--- src/sv/iso2sjs_pkg.sv ---
// Types and codes for the ISO-2022-JP to Shift_JIS stream converter.
// No dependencies; every module of the block imports this package.
`default_nettype none

package iso2sjs_pkg;

  // Input beat: one source byte, or the end-of-text marker.
  typedef struct packed {
    logic [7:0] in_byte;
    logic       end_of_text;
  } in_beat_t;

  // Output beat: one Shift_JIS byte, or the closing terminator.
  typedef struct packed {
    logic [7:0] out_byte;
    logic       last_of_text;
  } out_beat_t;

  // Escape or pair step that is waiting for its next byte.
  typedef enum logic [7:0] {
    PendIdle   = 8'b0000_0001,
    PendEsc    = 8'b0000_0010,
    PendDollar = 8'b0000_0100,
    PendParen  = 8'b0000_1000,
    PendStar   = 8'b0001_0000,
    PendSs     = 8'b0010_0000,
    PendKanji2 = 8'b0100_0000,
    PendEuc2   = 8'b1000_0000
  } pend_e;

  localparam logic [7:0] ChEsc    = 8'h1B;
  localparam logic [7:0] ChSo     = 8'h0E;
  localparam logic [7:0] ChSi     = 8'h0F;
  localparam logic [7:0] ChCr     = 8'h0D;
  localparam logic [7:0] ChLf     = 8'h0A;
  localparam logic [7:0] ChDollar = 8'h24;
  localparam logic [7:0] ChParen  = 8'h28;
  localparam logic [7:0] ChStar   = 8'h2A;
  localparam logic [7:0] ChAt     = 8'h40;
  localparam logic [7:0] ChB      = 8'h42;
  localparam logic [7:0] ChH      = 8'h48;
  localparam logic [7:0] ChI      = 8'h49;
  localparam logic [7:0] ChJ      = 8'h4A;
  localparam logic [7:0] ChK      = 8'h4B;
  localparam logic [7:0] ChN      = 8'h4E;
  localparam logic [7:0] JisLo    = 8'h21;
  localparam logic [7:0] JisHi    = 8'h7E;
  localparam logic [7:0] EucLo    = 8'hA1;
  localparam logic [7:0] EucHi    = 8'hFE;
  localparam logic [7:0] HighBit  = 8'h80;
  localparam logic [7:0] EucMask  = 8'h7F;

endpackage

`default_nettype wire

--- src/sv/iso2022jp_to_shift_jis_stream.sv ---
// Top level of the ISO-2022-JP to Shift_JIS stream converter.
// Depends on iso2sjs_pkg for beat types, pending-step codes and byte codes.
`default_nettype none

// One source byte per input beat. A byte lands in an input register; when the
// three-entry result buffer is free (empty, or its last entry leaves this
// cycle) the conversion step runs and writes 0 to 3 result bytes into it.
// The buffer drains one beat per cycle while out_ready_i is high, so a byte
// that yields k results holds the output port until all k have left: sustained
// throughput is one input byte per cycle while each byte yields at most one
// result and the output does not stall.
// Lead bytes, escape prefixes and mode changes yield nothing. The input
// register takes a new beat while results still wait on a stalled output.
// end_of_text flushes a pending ESC $ or ESC (, emits a zero byte flagged
// last_of_text, and returns all modes to their reset values.
module iso2022jp_to_shift_jis_stream
  import iso2sjs_pkg::*;
(
  input  wire logic      clk_i,
  input  wire logic      rst_ni,
  input  wire logic      in_valid_i,
  output logic           in_ready_o,
  input  wire in_beat_t  in_data_i,
  output logic           out_valid_o,
  input  wire logic      out_ready_i,
  output out_beat_t      out_data_o
);

  // Input register
  in_beat_t   in_q;
  logic       in_valid_q, in_valid_d;

  // Converter state
  pend_e      pend_q, pend_d;
  logic       kanji_q, kanji_d;
  logic       half_q, half_d;
  logic       so_q, so_d;
  logic [7:0] held_q, held_d;

  // Result buffer, entry 0 drives the output
  out_beat_t  buf0_q, buf1_q, buf2_q;
  out_beat_t  buf0_d, buf1_d, buf2_d;
  logic [1:0] cnt_q, cnt_d;

  // Step results
  out_beat_t  r0, r1, r2;
  logic [1:0] n_res;

  logic pop, consume, buf_free;

  assign pop         = out_valid_o && out_ready_i;
  assign buf_free    = (cnt_q == 2'd0) || ((cnt_q == 2'd1) && out_ready_i);
  assign consume     = in_valid_q && buf_free;
  assign in_ready_o  = !in_valid_q || consume;
  assign out_valid_o = (cnt_q != 2'd0);
  assign out_data_o  = buf0_q;

  function automatic logic [15:0] jis_to_sjs(input logic [7:0] hi, input logic [7:0] lo);
    logic [8:0] hs;
    logic [7:0] lo_o;
    if (hi[0]) begin
      lo_o = lo + ((lo < 8'h60) ? 8'h1F : 8'h20);
    end else begin
      lo_o = lo + 8'h7E;
    end
    if (hi < 8'h5F) begin
      hs = {1'b0, hi} + 9'h0E1;
    end else begin
      hs = {1'b0, hi} + 9'h161;
    end
    return {hs[8:1], lo_o};
  endfunction

  function automatic out_beat_t beat(input logic [7:0] b);
    out_beat_t o;
    o.out_byte     = b;
    o.last_of_text = 1'b0;
    return o;
  endfunction

  logic [7:0]  c;
  logic [15:0] pair_jis, pair_euc;
  logic        run_idle, go;

  assign c        = in_q.in_byte;
  assign pair_jis = jis_to_sjs(held_q, c);
  assign pair_euc = jis_to_sjs(held_q & EucMask, c & EucMask);

  always_comb begin
    pend_d   = pend_q;
    kanji_d  = kanji_q;
    half_d   = half_q;
    so_d     = so_q;
    held_d   = held_q;
    r0       = beat(8'h00);
    r1       = beat(8'h00);
    r2       = beat(8'h00);
    n_res    = 2'd0;
    run_idle = 1'b0;
    go       = 1'b0;

    if (in_q.end_of_text) begin
      // flush ESC $ or ESC ( then close the text
      pend_d  = PendIdle;
      kanji_d = 1'b0;
      half_d  = 1'b0;
      so_d    = 1'b0;
      held_d  = 8'h00;
      if (pend_q == PendDollar || pend_q == PendParen) begin
        r0       = beat(ChEsc);
        r1       = beat((pend_q == PendDollar) ? ChDollar : ChParen);
        r2.out_byte     = 8'h00;
        r2.last_of_text = 1'b1;
        n_res    = 2'd3;
      end else begin
        r0.out_byte     = 8'h00;
        r0.last_of_text = 1'b1;
        n_res    = 2'd1;
      end
    end else begin
      unique case (pend_q)
        PendEsc: begin
          pend_d = PendIdle;
          priority if (c == ChDollar) begin
            pend_d = PendDollar;
          end else if (c == ChParen) begin
            pend_d = PendParen;
          end else if (c == ChStar) begin
            pend_d = PendStar;
          end else if (half_q && c == ChN) begin
            pend_d = PendSs;
          end else if (c == ChK) begin
            kanji_d = 1'b1;
          end else if (c == ChH) begin
            kanji_d = 1'b0;
          end else begin
            r0    = beat(ChEsc);
            r1    = beat(c);
            n_res = 2'd2;
          end
        end
        PendDollar: begin
          pend_d = PendIdle;
          if (c == ChAt || c == ChB) begin
            kanji_d = 1'b1;
          end else begin
            r0    = beat(ChEsc);
            r1    = beat(ChDollar);
            r2    = beat(c);
            n_res = 2'd3;
          end
        end
        PendParen: begin
          pend_d  = PendIdle;
          kanji_d = 1'b0;
          if (!(c == ChH || c == ChJ || c == ChB)) begin
            r0    = beat(ChEsc);
            r1    = beat(ChParen);
            r2    = beat(c);
            n_res = 2'd3;
          end
        end
        PendStar: begin
          pend_d = PendIdle;
          if (c == ChB) begin
            half_d = 1'b0;
          end else if (c == ChI) begin
            half_d = 1'b1;
          end
        end
        PendSs: begin
          pend_d = PendIdle;
          r0     = beat(c ^ HighBit);
          n_res  = 2'd1;
        end
        PendKanji2: begin
          pend_d = PendIdle;
          held_d = 8'h00;
          n_res  = 2'd2;
          if (c >= JisLo && c <= JisHi) begin
            r0 = beat(pair_jis[15:8]);
            r1 = beat(pair_jis[7:0]);
          end else begin
            r0 = beat(held_q);
            r1 = beat(c);
          end
        end
        PendEuc2: begin
          pend_d = PendIdle;
          held_d = 8'h00;
          n_res  = 2'd2;
          if (c >= EucLo && c <= EucHi) begin
            r0 = beat(pair_euc[15:8]);
            r1 = beat(pair_euc[7:0]);
          end else begin
            r0 = beat(held_q);
            r1 = beat(c);
          end
        end
        default: begin
          run_idle = 1'b1;
        end
      endcase

      if (run_idle) begin
        pend_d = PendIdle;
        go     = 1'b1;
        if (so_q) begin
          priority if (c == ChSi) begin
            so_d = 1'b0;
            go   = 1'b0;
          end else if (c == ChCr || c == ChLf || c == ChEsc) begin
            so_d = 1'b0;
          end else begin
            r0    = beat(c ^ HighBit);
            n_res = 2'd1;
            go    = 1'b0;
          end
        end
        if (go) begin
          priority if (c == ChEsc) begin
            pend_d = PendEsc;
          end else if (kanji_q && (c == ChCr || c == ChLf)) begin
            kanji_d = 1'b0;
            r0      = beat(c);
            n_res   = 2'd1;
          end else if (kanji_q && c >= JisLo && c <= JisHi) begin
            held_d = c;
            pend_d = PendKanji2;
          end else if (c >= EucLo && c <= EucHi) begin
            held_d = c;
            pend_d = PendEuc2;
          end else if (c == ChSo) begin
            so_d = 1'b1;
          end else begin
            r0    = beat(c);
            n_res = 2'd1;
          end
        end
      end
    end
  end

  // Result buffer: load a fresh set on consume, else shift out on pop
  always_comb begin
    buf0_d = buf0_q;
    buf1_d = buf1_q;
    buf2_d = buf2_q;
    cnt_d  = cnt_q;
    if (consume) begin
      buf0_d = r0;
      buf1_d = r1;
      buf2_d = r2;
      cnt_d  = n_res;
    end else if (pop) begin
      buf0_d = buf1_q;
      buf1_d = buf2_q;
      cnt_d  = cnt_q - 2'd1;
    end
  end

  always_comb begin
    in_valid_d = in_valid_q;
    if (in_valid_i && in_ready_o) begin
      in_valid_d = 1'b1;
    end else if (consume) begin
      in_valid_d = 1'b0;
    end
  end

  always_ff @(posedge clk_i or negedge rst_ni) begin
    if (!rst_ni) begin
      in_valid_q <= 1'b0;
      cnt_q      <= 2'd0;
      pend_q     <= PendIdle;
      kanji_q    <= 1'b0;
      half_q     <= 1'b0;
      so_q       <= 1'b0;
      held_q     <= 8'h00;
    end else begin
      in_valid_q <= in_valid_d;
      cnt_q      <= cnt_d;
      if (consume) begin
        pend_q  <= pend_d;
        kanji_q <= kanji_d;
        half_q  <= half_d;
        so_q    <= so_d;
        held_q  <= held_d;
      end
    end
  end

  always_ff @(posedge clk_i) begin
    if (in_valid_i && in_ready_o) begin
      in_q <= in_data_i;
    end
    buf0_q <= buf0_d;
    buf1_q <= buf1_d;
    buf2_q <= buf2_d;
  end

`ifndef SYNTH
  // The terminator is always the final entry of its set.
  assert property (@(posedge clk_i) disable iff (!rst_ni)
    (out_valid_o && out_data_o.last_of_text) |-> (cnt_q == 2'd1))
    else $error("terminator not at the tail of the result buffer");

  // While the terminator waits, the converter already sits in its reset state.
  assert property (@(posedge clk_i) disable iff (!rst_ni)
    (out_valid_o && out_data_o.last_of_text) |->
      (pend_q == PendIdle && !kanji_q && !half_q && !so_q && held_q == 8'h00))
    else $error("state not cleared after end of text");

  // A new step never overwrites results that are still owed.
  assert property (@(posedge clk_i) disable iff (!rst_ni)
    consume |-> (cnt_q == 2'd0 || (cnt_q == 2'd1 && pop)))
    else $error("result buffer overwritten");

  // A stalled input register keeps its beat until the step runs.
  assert property (@(posedge clk_i) disable iff (!rst_ni)
    (in_valid_q && !consume) |=> (in_valid_q && $stable(in_q)))
    else $error("held input beat lost");
`endif

endmodule

`default_nettype wire
--- config.mk ---
export PLATFORM = sky130hd
export DESIGN_NAME = iso2022jp_to_shift_jis_stream
export DESIGN_NICKNAME = d
export VERILOG_FILES = /design/src/sv/iso2sjs_pkg.sv /design/src/sv/iso2022jp_to_shift_jis_stream.sv
export SDC_FILE = /design/constraint.sdc
export NUM_CORES = 1
export LEC_CHECK = 0
export BUFFER_PORTS_ARGS = -buffer_cell sky130_fd_sc_hd__buf_2
export CAP_MARGIN = 20
export CORE_MARGIN = 2
export CORE_UTILIZATION = 30
export DETAILED_ROUTE_END_ITERATION = 8
export GPL_TIMING_DRIVEN = 0
export PLACE_DENSITY_LB_ADDON = 0.08
export SYNTH_ARGS = -nofsm -noshare
export SYNTH_HDL_FRONTEND = slang
export SYNTH_SLANG_ARGS = --single-unit
--- constraint.sdc ---
create_clock -name clk_i -period 3.3 [get_ports clk_i]
set_input_delay 0.495 -clock clk_i [delete_from_list [all_inputs] [get_ports clk_i]]
set_output_delay 0.495 -clock clk_i [all_outputs]
set_load 0.02 [all_outputs]
# Yosys cells after proc, flatten, opt, wreduce, memory -nomap -nowiden

Cells that the tools add are included.
Widths: inputs -> output; s select.

Register bits after elaboration: 58
Input bits: 13
Output and inout bits: 11
Word-level logic and storage cells: 221

Add/subtract/negate cells: 9
Order comparisons: 8
Eq/ne operators: 23
Muxes and demuxes: 132
Bitwise gates (word level): 1
Reductions and logical operators: 33

Operators by type and width:

| kind                | count |
|---|---|
| $mux 9              | 31 |
| $mux 8              | 17 |
| $mux 6              | 15 |
| $eq 8x7->1 const B  | 8 |
| $pmux 9 s6          | 1 |
| $pmux 9 s5          | 1 |
| $mux 2              | 22 |
| $eq 8x4->1 const B  | 5 |
| $mux 1              | 37 |
| $eq 8x6->1 const B  | 4 |
| $mux 7              | 3 |
| $pmux 9 s2          | 1 |
| $eq 8x5->1 const B  | 2 |
| $lt 8x7->1 const B  | 2 |
| $pmux 8 s2          | 1 |
| $lt 7x7->1 const B  | 2 |
| $logic_and 1x1->1   | 10 |
| $pmux 2 s5          | 1 |
| $reduce_bool 2->1   | 5 |
| $add 7x8->9 const B | 1 |
| $add 7x9->9 const B | 1 |
| $add 8x8->9 const B | 1 |
| $add 8x9->9 const B | 1 |
| $add 7x6->8         | 1 |
| 25 further kinds    | 33 |

# Longest topological paths before layout

Gate-level depths: netlist (run 1).

Depth in word-level cells: 20
Mapped depth: 13
Depth with buffers taken out: 11

# Worst setup path before layout (run 1)

No wires, ideal clock.

Path type: reg-to-reg
Start point: register in_q, in the netlist c[5]
End point: register buf1_q[7] (netlist bit), data pin
Library setup time: 256 ps
Arrival time: 2,730 ps
Required time: 3,044 ps
Setup slack: 314 ps
Stages on the path, launching flop included: 14
Clock period less this slack: 2,986 ps
Path through: edfxtp_1 buf_2 clkbuf_1 nand2_1 nand2_1 inv_1 ha_1 fa_1 a211oi_1 o21ai_0 a21oi_1 nor2_1 o21a_1 a22o_1

RTL lines:

| item                   | line                                 | source |
|---|---|---|
| start, declared        | iso2022jp_to_shift_jis_stream.sv:30  | `in_beat_t in_q;` |
| start signal, assigned | iso2022jp_to_shift_jis_stream.sv:295 | `in_q <= in_data_i;` |
| end signal, assigned   | iso2022jp_to_shift_jis_stream.sv:298 | `buf1_q <= buf1_d;` |
| end, declared          | iso2022jp_to_shift_jis_stream.sv:41  | `out_beat_t buf0_q, buf1_q, buf2_q;` |

==> flow_metrics.tcl, run 1 <==
set metrics [dict create \
    status "finished, final reports clean" \
    fmax_mhz 316.9 \
    ys_ff_latch 58 \
    hold_viol 0 \
    io_buffers 23 \
    rr_endpoint "buf1_q[8]$_DFFE_PP_" \
    highest_layer "met4" \
    relSlewSlack_pct 32.46 \
    multi_input_area_mm2 0.002681 \
    via_count 4238 \
    clk_path_buf_depth 2 \
    cp_max_fo 10 \
    r2r_setup_slack_ns 0.14 \
    clk_pin_slew_worst_paths_ns 0.05 \
    rr_worst_depth 12 \
    hold_slack_ns 0.1616 \
    final_nets 562 \
    synth_nets 524 \
    netlist_area_mm2 0.004444 \
    met1Wirelength_um 7407 \
    place_area_mm2 0.004796 \
    drv_cap 0 \
    finalCritPeriodShare_pct 95.62 \
    clk_latency_ns 0.34 \
    slowest_delay_ns 0.42 \
    ant_nets 0 \
    die_area_mm2 0.01580 \
    vias_per_cell 5.894 \
    tightest_slew_ns 1.013 \
    pin_count 24 \
    design_area_mm2 0.005214 \
    die_x_um 125.7 \
    routedWlPerCell_um 22.13 \
    synth_cells 492 \
    async_reset_ff_share_pct 37.93 \
    r2r-start "c[5]$_DFFE_PP_" \
    met3WireLength_um 895 \
    drive_above_1_share_pct 15.51 \
    design.core.area_mm2 0.01448 \
    synth_edf_count 36 \
    cts_sinks 58 \
    die_h_um 125.7 \
    grt_overflow 0 \
    power.density_mw_per_mm2 825.2 \
    synth_warnings 0 \
    drv_slew 0 \
    tns_ns 0 \
    grtUsageTotal_pct 20.60 \
    num_rows 44 \
    critPathTopFamily "compound AO/OA/AOI/OAI gates" \
    cp_slowest_cell "edfxtp_1" \
    area.growth.synth_to_final_pct 17.31 \
    cts_tree "done" \
    cp-end-kind "register" \
    crit_type "reg2reg" \
    yosysUniqueCellTypes 79 \
    crit_cells 12 \
    dp_hpwl_um 11850 \
    endpoint "buf1_q[8]$_DFFE_PP_" \
    drt_iter0_markers 425 \
    dpl.cell_count 699 \
    finalSetupViolCount 0 \
    cp_num_buf_inv 3 \
    first_pass_iters 5 \
    cp-startpoint "c[5]$_DFFE_PP_" \
    antenna_found_initial 0 \
    grt_pass1_vias 4166 \
    leakagePower_nw 1.995 \
    start_util_pct 30.69 \
    wl_met2_um 6947 \
    gp_congestion 0.8973 \
    yosys_most_used_dff "edfxtp_1" \
    start_kind "register" \
    worst_ep_arrival_time_ns 3.22 \
    grt_pass1_wl_um 24680 \
    clock-root-buffer "clkbuf_16" \
    detail_route.wirelength_um 15910 \
    hold_path_class "in2async" \
    fillers 1494 \
    cp.required_ns 3.37 \
    worstPathCellList "buf_4 > clkbuf_8 > nand2_2 > nand2_1 > inv_2 > ha_1 > a211oi_1 > nor3b_2 > o31ai_1 > nand3_1 > a31oi_1 > o21ai_0" \
    ir_drop_v 0.0002940 \
    grt_start_max_net_pins 23 \
    avgSynthCellArea_um2 9.033 \
    antennaDiodeCount 0 \
    cts_buffers 9 \
    synth_seq_area_share_pct 36.74 \
    htree_levels 3 \
    seqCellArea_mm2 0.001633 \
    post-route-min-period_ns 3.156 \
    fin_skew_ns 0.009684 \
    drc 0 \
    stdcell_count 719 \
]
==> timing repair <==
item	in CTS	in global routing
setup buffers	0	4
pin swaps	0	3
hold buffers	0	0
gates resized for setup	9	11
setup endpoints to repair	8	14
==> synth_stat cells, types with 7 or more instances <==
cell,instances,area (µm²)
clkbuf_1,22,82.58
nor2b_1,8,50.05
nor4_1,9,56.30
ha_1,17,212.7
nor3_1,8,40.04
o211ai_1,15,112.6
nand4_1,8,50.05
o21ai_0,30,150.1
nor2_1,49,183.9
nand2_1,31,116.4
a22o_1,9,78.83
inv_1,16,60.06
a211oi_1,10,75.07
a31oi_1,8,50.05
nand3_1,24,120.1
xnor2_1,12,105.1
edfxtp_1,36,1081
a21oi_1,19,95.09
dfrtp_1,21,525.5
and3_1,7,43.79
and2_1,9,56.30
==> layer usage <==
metal | up-vias | global-route usage (%)
met5 | - | 0
met4 | 0 | 10.13
met3 | 39 | 3.483
met2 | 164 | 30.68
met1 | 2063 | 28.91
li1 | 1972 | -
==> cells in the final DEF, fill, tap and decap left out, types with 4 or more instances in the layout <==
cell type / synthesis / routed
a21o_1: 4 / 4
inv_1: 16 / 15
ha_1: 17 / 17
a211oi_1: 10 / 9
o21a_1: 6 / 6
xor2_1: 5 / 5
a21oi_1: 19 / 18
xnor2_1: 12 / 12
buf_4: 0 / 5
buf_1: 4 / 4
mux2i_1: 4 / 4
nor2b_1: 8 / 8
dfrtp_1: 21 / 21
nor3_1: 8 / 8
a31oi_1: 8 / 8
clkbuf_16: 0 / 9
o211ai_1: 15 / 15
and2_1: 9 / 9
a32o_1: 4 / 4
edfxtp_1: 36 / 36
nand4_1: 8 / 8
nand3_1: 24 / 24
buf_2: 6 / 28
nor4_1: 9 / 8
nand2b_1: 6 / 6
clkbuf_1: 22 / 20
a221oi_1: 4 / 4
nand2_1: 31 / 30
nor2_1: 49 / 49
o21ai_0: 30 / 29
and3_1: 7 / 7
a22o_1: 9 / 9
==> worst register-to-register path: stages (launching register included) <==
cell and delay (ns):
edfxtp_1 0.42, buf_4 0.21, clkbuf_8 0.18, nand2_2 0.17, nand2_1 0.11, inv_2 0.15
ha_1 0.25, a211oi_1 0.33, nor3b_2 0.14, o31ai_1 0.37, nand3_1 0.14, a31oi_1 0.29
o21ai_0 0.13
==> layout make-up <==
class	count	area share, %
plain buffers	32	2.856
clock buffers	12	4.920
clock inverters	4	0.9599
inverters	17	1.224
multi-input cells	384	51.43
flip-flops and latches	58	31.32
well taps	184	4.416
repair buffers	28	2.880
==> power breakdown <==
group / total (mW) / internal [mW] / leakage [nW] / switching [mW]
combinational: 2.07 / 0.710 / 1.20 / 1.36
clock: 0.972 / 0.624 / 0.145 / 0.348
sequential: 1.26 / 1.12 / 0.645 / 0.142
==> per-stage QoR <==
stage	power, mW	utilization, %	worst slack (ns)
5_1_grt	4.586	36.01	-0.02622
3_3_place_gp	3.259	33.08	-0.5957
6_report	4.302	36.01	0.1444
3_5_place_dp	3.267	33.12	-0.5851
2_1_floorplan	2.635	-	0.3139
4_1_cts	4.272	35.49	0.01840
==> cell families (layout without fill, tap and decap cells) <==
family                     Yosys count  in the layout  synth area share, %
AOI/OAI and AO/OA                  158            158                26.13
xor gates and xnor gates            17             17                3.350
adders and majority gates           19             19                5.687
buffers and inverters               50             93                4.561
DFF                                 58             58                36.74
muxes                                7              7                1.661
and+or+nand+nor                    183            183                21.88
==> sequential cells by signal, indices dropped and copies added, names as in the netlist, 2 cells and up <==
register / flops
buf2_q: 9
buf1_q: 9
out_data_o: 9
c: 8
pend_q: 8
held_q: 8
cnt_q: 2
==> how the worst min path moves through the flow <==
| stage | start | slack (ns) | depth (start not counted) | end |
|---|---|---|---|---|
| global route | rst_ni | 0.21 | 1 | held_q[4]$_DFFE_PN0P_ |
| global placement | buf2_q[0]$_SDFFCE_PN0P_ | 0.51 | 1 | buf1_q[0]$_SDFFCE_PP0P_ |
| CTS | rst_ni | 0.18 | 1 | held_q[5]$_DFFE_PN0P_ |
| finish | rst_ni | 0.16 | 1 | cnt_q[1]$_DFFE_PN0P_ |
| floorplan | rst_ni | 0.20 | 0 | cnt_q[0]$_DFFE_PN0P_ |
| detailed placement | buf2_q[0]$_SDFFCE_PN0P_ | 0.51 | 1 | buf1_q[0]$_SDFFCE_PP0P_ |
(Power assumes the default switching activity.)
==> run 2: changes to the inputs <==
--- a/config.mk
+++ b/config.mk
@@ -11,7 +11,7 @@
 export CORE_UTILIZATION = 30
 export DETAILED_ROUTE_END_ITERATION = 8
 export GPL_TIMING_DRIVEN = 0
-export PLACE_DENSITY_LB_ADDON = 0.08
+export PLACE_DENSITY_LB_ADDON = 0.3
 export SYNTH_ARGS = -nofsm -noshare
 export SYNTH_HDL_FRONTEND = slang
 export SYNTH_SLANG_ARGS = --single-unit
==> run 2 against run 1 <==
Clock power decreased by 3.5%. Sequential power about the same. Global-route usage down 1.5 points. Highest routed layer unchanged.
==> flow_metrics.tcl, run 2 (synthesis gave the netlist of run 1 again) <==
set metrics [dict create \
    final_cell_mix "nor2_1 (49), edfxtp_1 (36), nand2_1 (30), o21ai_0 (30), buf_2 (29)" \
    die_h_um 125.7 \
    rsz0062_at_grt "false" \
    r2r-start "c[1]$_DFFE_PP_" \
    clk_latency_ns 0.34 \
    via_count 4281 \
    cp.required_ns 3.36 \
    post-route-min-period_ns 3.246 \
    cp_max_fo 10 \
    crit_type "reg2reg" \
    die_area_mm2 0.01580 \
    detail_route.wirelength_um 14970 \
    worst_ep_arrival_time_ns 3.31 \
    cts_sinks 58 \
    clock-root-buffer "clkbuf_16" \
    drv_slew 0 \
    drv_cap 0 \
    stdcell_count 715 \
    start_util_pct 30.69 \
    hold_slack_ns 0.1615 \
    pin_count 24 \
    start_kind "register" \
    routedWlPerCell_um 20.94 \
    grt_start_max_net_pins 23 \
    fin_skew_ns 0.006439 \
    vias_per_cell 5.987 \
    io_buffers 23 \
    drive_above_1_share_pct 13.37 \
    design.core.area_mm2 0.01448 \
    cp_slowest_cell "edfxtp_1" \
    grt_pass1_vias 4084 \
    drt_iter0_markers 455 \
    grt_overflow 0 \
    power.density_mw_per_mm2 822.9 \
    layout_commonest_cell "nor2_1" \
    cp-end-kind "register" \
    ant_nets 0 \
    slowest_delay_ns 0.59 \
    rr_worst_depth 7 \
    clk_pin_slew_worst_paths_ns 0.05 \
    finalCritPeriodShare_pct 98.38 \
    status "finished, final reports clean" \
    drc 0 \
    area.growth.synth_to_final_pct 15.34 \
    clk_path_buf_depth 2 \
    dpl.cell_count 700 \
    gp_congestion 0.9187 \
    leakagePower_nw 1.964 \
    r2r_setup_slack_ns 0.05 \
    num_rows 44 \
    die_x_um 125.7 \
    first_pass_iters 7 \
    hold_path_class "in2async" \
    antenna_found_initial 0 \
    hold_viol 0 \
    worstPathCellList "ha_1 > nor2b_1 > o311ai_0 > a21o_1 > a21oi_1 > o32ai_1 > a21oi_1" \
    relSlewSlack_pct 26.12 \
    finalSetupViolCount 0 \
    antennaDiodeCount 0 \
    grtUsageTotal_pct 19.12 \
    rr_endpoint "buf1_q[4]$_DFFE_PP_" \
    grt_pass1_wl_um 23320 \
    ir_drop_v 0.0002205 \
    cts_buffers 9 \
    final_nets 558 \
    fmax_mhz 308.0 \
    fillers 1483 \
    htree_levels 3 \
    dp_hpwl_um 11150 \
    cts_tree "done" \
    worst_path_most_repeated_cell "a21oi_1" \
    tightest_slew_ns 1.098 \
    cp_num_buf_inv 0 \
    critPathTopFamily "compound AO/OA/AOI/OAI gates" \
]
==> run 2: routing by layer <==
metal	part of all wire [%]	GRT usage, %
met1	43	25.34
met2	47	30.94
met3	7.6	4.588
met4	2.1	6.013
met5	0	0
==> run 2: what timing repair did <==
action	CTS	global route
buffers inserted	0	0
hold buffers	0	0
pin swaps	0	1
resized for setup	7	7
setup endpoints to repair	7	9
==> run 2: how the worst max path moves through the flow <==
stage,from,to,slack (ns),depth (start not counted)
final,c[1]$_DFFE_PP_,buf1_q[4]$_DFFE_PP_,0.05,7
after global routing,c[5]$_DFFE_PP_,buf1_q[7]$_DFFE_PP_,0.008,13
after CTS,c[5]$_DFFE_PP_,buf1_q[7]$_DFFE_PP_,0.03,13
after floorplan,c[5]$_DFFE_PP_,buf1_q[7]$_DFFE_PP_,0.31,13
after global placement,c[5]$_DFFE_PP_,buf1_q[7]$_DFFE_PP_,-0.49,13
after detailed placement,c[5]$_DFFE_PP_,buf1_q[7]$_DFFE_PP_,-0.56,13
==> run 2: layout make-up <==
class                           instances  area [µm²]  area share, %
Sequential cell                        58        1633          31.85
Timing Repair Buffer                   24       120.1          2.343
Clock buffer                           13       250.2          4.882
Tap cell                              184       230.2          4.491
Buffer                                 32       148.9          2.905
Clock inverter                          3       40.04         0.7811
Inverter                               17       63.81          1.245
Multi-Input combinational cell        384        2640          51.50
==> run 2: metrics by stage <==
stage	total power [mW]	setup WS [ns]	util [%]	area (µm²)	setup TNS, ns
final	4.218	0.05362	35.40	5126	0
after global routing	4.486	0.008137	35.40	5126	0
after CTS	4.208	0.02587	35.28	5109	0
after detailed placement	3.235	-0.5607	33.11	4795	-2.524
after global placement	3.209	-0.4942	33.08	4790	-2.047
after floorplan	2.635	0.3139	-	4444	0
==> run 2: where the power goes <==
group          total, mW  leakage, nW  internal, mW  switching (mW)
Combinational       2.03         1.17         0.698            1.33
Clock              0.938        0.144         0.602           0.335
Sequential          1.25        0.645          1.12           0.135
==> run 3: changes to the inputs <==
--- a/config.mk
+++ b/config.mk
@@ -11,7 +11,6 @@
 export CORE_UTILIZATION = 30
 export DETAILED_ROUTE_END_ITERATION = 8
 export GPL_TIMING_DRIVEN = 0
-export PLACE_DENSITY_LB_ADDON = 0.3
 export SYNTH_ARGS = -nofsm -noshare
 export SYNTH_HDL_FRONTEND = slang
 export SYNTH_SLANG_ARGS = --single-unit
==> constraint.sdc (replaced) <==
create_clock -name clk_i -period 3.3 [get_ports clk_i]
set_input_delay 0.495 -clock clk_i [delete_from_list [all_inputs] [get_ports clk_i]]
set_output_delay 0.495 -clock clk_i [all_outputs]
set_load 0.05 [all_outputs]
==> run 3 against run 2 <==
Sequential power about the same. Non-clock buffer count up 1. Critical path type unchanged. Clock-buffer cell count decreased by 3.
==> flow_metrics.tcl, run 3 (synthesis gave the netlist of run 1 again) <==
set metrics [dict create \
    status "finished, final reports clean" \
    layout_commonest_cell "nor2_1" \
    multi_input_area_mm2 0.002679 \
    die_h_um 125.7 \
    cp-end-kind "register" \
    routedWlPerCell_um 20.88 \
    dpl.cell_count 700 \
    cp_max_fo 10 \
    slowest_delay_ns 0.56 \
    final_nets 559 \
    place_area_mm2 0.004795 \
    worstPathCellList "buf_1 > nor4b_4 > nand3_1 > and3_1 > and3_1 > o41ai_2 > o311ai_0" \
    finalSetupViolCount 0 \
    start_util_pct 30.69 \
    grt_pass1_wl_um 23900 \
    cp_slowest_cell "nor4b_4" \
    htree_levels 3 \
    fmax_mhz 313.3 \
    fillers 1468 \
    worst_ep_arrival_time_ns 3.24 \
    setup_slack_ns 0.1078 \
    gp_congestion 0.9481 \
    ir_drop_v 0.0002662 \
    dp_hpwl_um 11250 \
    area.growth.synth_to_final_pct 17.29 \
    worst_path_most_repeated_cell "and3_1" \
    fin_util_pct 36.00 \
    grt_overflow 0 \
    cts_tree "done" \
    cp-startpoint "c[4]$_DFFE_PP_" \
    via_count 4357 \
    antenna_found_initial 0 \
    post-route-min-period_ns 3.192 \
    leakagePower_nw 1.993 \
    hold_viol 0 \
    clk_pin_slew_worst_paths_ns 0.05 \
    grt_start_max_net_pins 23 \
    design_area_mm2 0.005213 \
    ant_nets 0 \
    tns_ns 0 \
    power.density_mw_per_mm2 873.5 \
    io_buffers 23 \
    cts_sinks 58 \
    design.core.area_mm2 0.01448 \
    clk_latency_ns 0.34 \
    drv_slew 0 \
    drv_cap 0 \
    drt_iter0_markers 545 \
    relSlewSlack_pct 33.05 \
    start_kind "register" \
    first_pass_iters 5 \
    die_x_um 125.7 \
    drive_above_1_share_pct 14.66 \
    postCtsSetupRepairBufs 0 \
    grt_pass1_vias 4165 \
    seqCellArea_mm2 0.001633 \
    clock-root-buffer "clkbuf_16" \
    finalCritPeriodShare_pct 96.73 \
    cp.required_ns 3.35 \
    crit_type "reg2reg" \
    die_area_mm2 0.01580 \
    num_rows 44 \
    vias_per_cell 6.085 \
    pin_count 24 \
    r2r-start "c[4]$_DFFE_PP_" \
    place_ws_ns -0.5116 \
    drc 0 \
    cts_buffers 9 \
    final_cell_mix "nor2_1 (49), edfxtp_1 (36), nand2_1 (30), buf_2 (29), o21ai_0 (29)" \
    detail_route.wirelength_um 14950 \
    cp_num_buf_inv 1 \
    fin_skew_ns 0.007634 \
    hold_path_class "in2async" \
    clk_path_buf_depth 2 \
    grtUsageTotal_pct 19.35 \
    stdcell_count 716 \
    tightest_slew_ns 0.9983 \
    critPathTopFamily "simple AND/OR/NAND/NOR gates" \
    antennaDiodeCount 0 \
]
run 3: changes by cell type in the layout (fill, tap and decap cells not counted), sizes merged:
cell,change
bufinv,+2
clkbuf,-2
clkinvlp,+1
run 3: routing by layer:
metal	up-vias	share of wire, %	GRT usage (%)
met4	0	2.7	5.817
met2	239	46	30.21
met1	2117	43	26.67
met5	-	0	0
li1	1967	-	-
met3	34	8.3	4.630
run 3: layout make-up:
| type | instances | area share (%) |
|---|---|---|
| Buffer | 32 | 2.808 |
| Inverter | 17 | 1.224 |
| Timing Repair Buffer | 25 | 2.400 |
| Clock inverter | 6 | 2.040 |
| Sequential cell | 58 | 31.33 |
| Tap cell | 184 | 4.417 |
| Multi-Input combinational cell | 384 | 51.39 |
| Clock buffer | 10 | 4.393 |
run 3: path summary, 6_finish.rpt:
kind                                      endpoint  slack [ns]  cells after the start
hold / removal                    so_q$_DFFE_PN0P_        0.15                      1
setup reg to reg               buf1_q[2]$_DFFE_PP_        0.11                      7
hold reg to reg            out_data_o[3]$_DFFE_PP_        0.51                      2
min in group clk_i                  c[6]$_DFFE_PP_        0.33                      1
max in group asynchronous    held_q[2]$_DFFE_PN0P_        2.76                      1
setup / recovery               buf1_q[2]$_DFFE_PP_        0.11                      7
run 3: power by group:
part | leakage [nW] | total (mW) | internal [mW] | switching (mW)
registers | 0.645 | 1.25 | 1.12 | 0.138
clock network | 0.160 | 1.07 | 0.733 | 0.337
logic | 1.19 | 2.23 | 0.705 | 1.52
total | 1.99 | 4.55 | 2.55 | 2.00
run 3: stage by stage:
step,power [mW],hold slack [ns]
after floorplan,2.800,0.1994
after global placement,3.377,0.5066
after detailed placement,3.414,0.5024
after CTS,4.495,0.1775
after global routing,4.830,0.1975
final,4.553,0.1514
run 3: timing repair:
action                                  in CTS  in global routing
hold buffers                                 0                  0
endpoints found under the setup margin       7                 10
gates resized for setup                      6                 15
run 3: worst reg2reg max path: stages, from the launching register on:
cell and delay (ns):
edfxtp_1 0.50, buf_1 0.36, nor4b_4 0.56, nand3_1 0.26, and3_1 0.30, and3_1 0.22
o41ai_2 0.47, o311ai_0 0.24
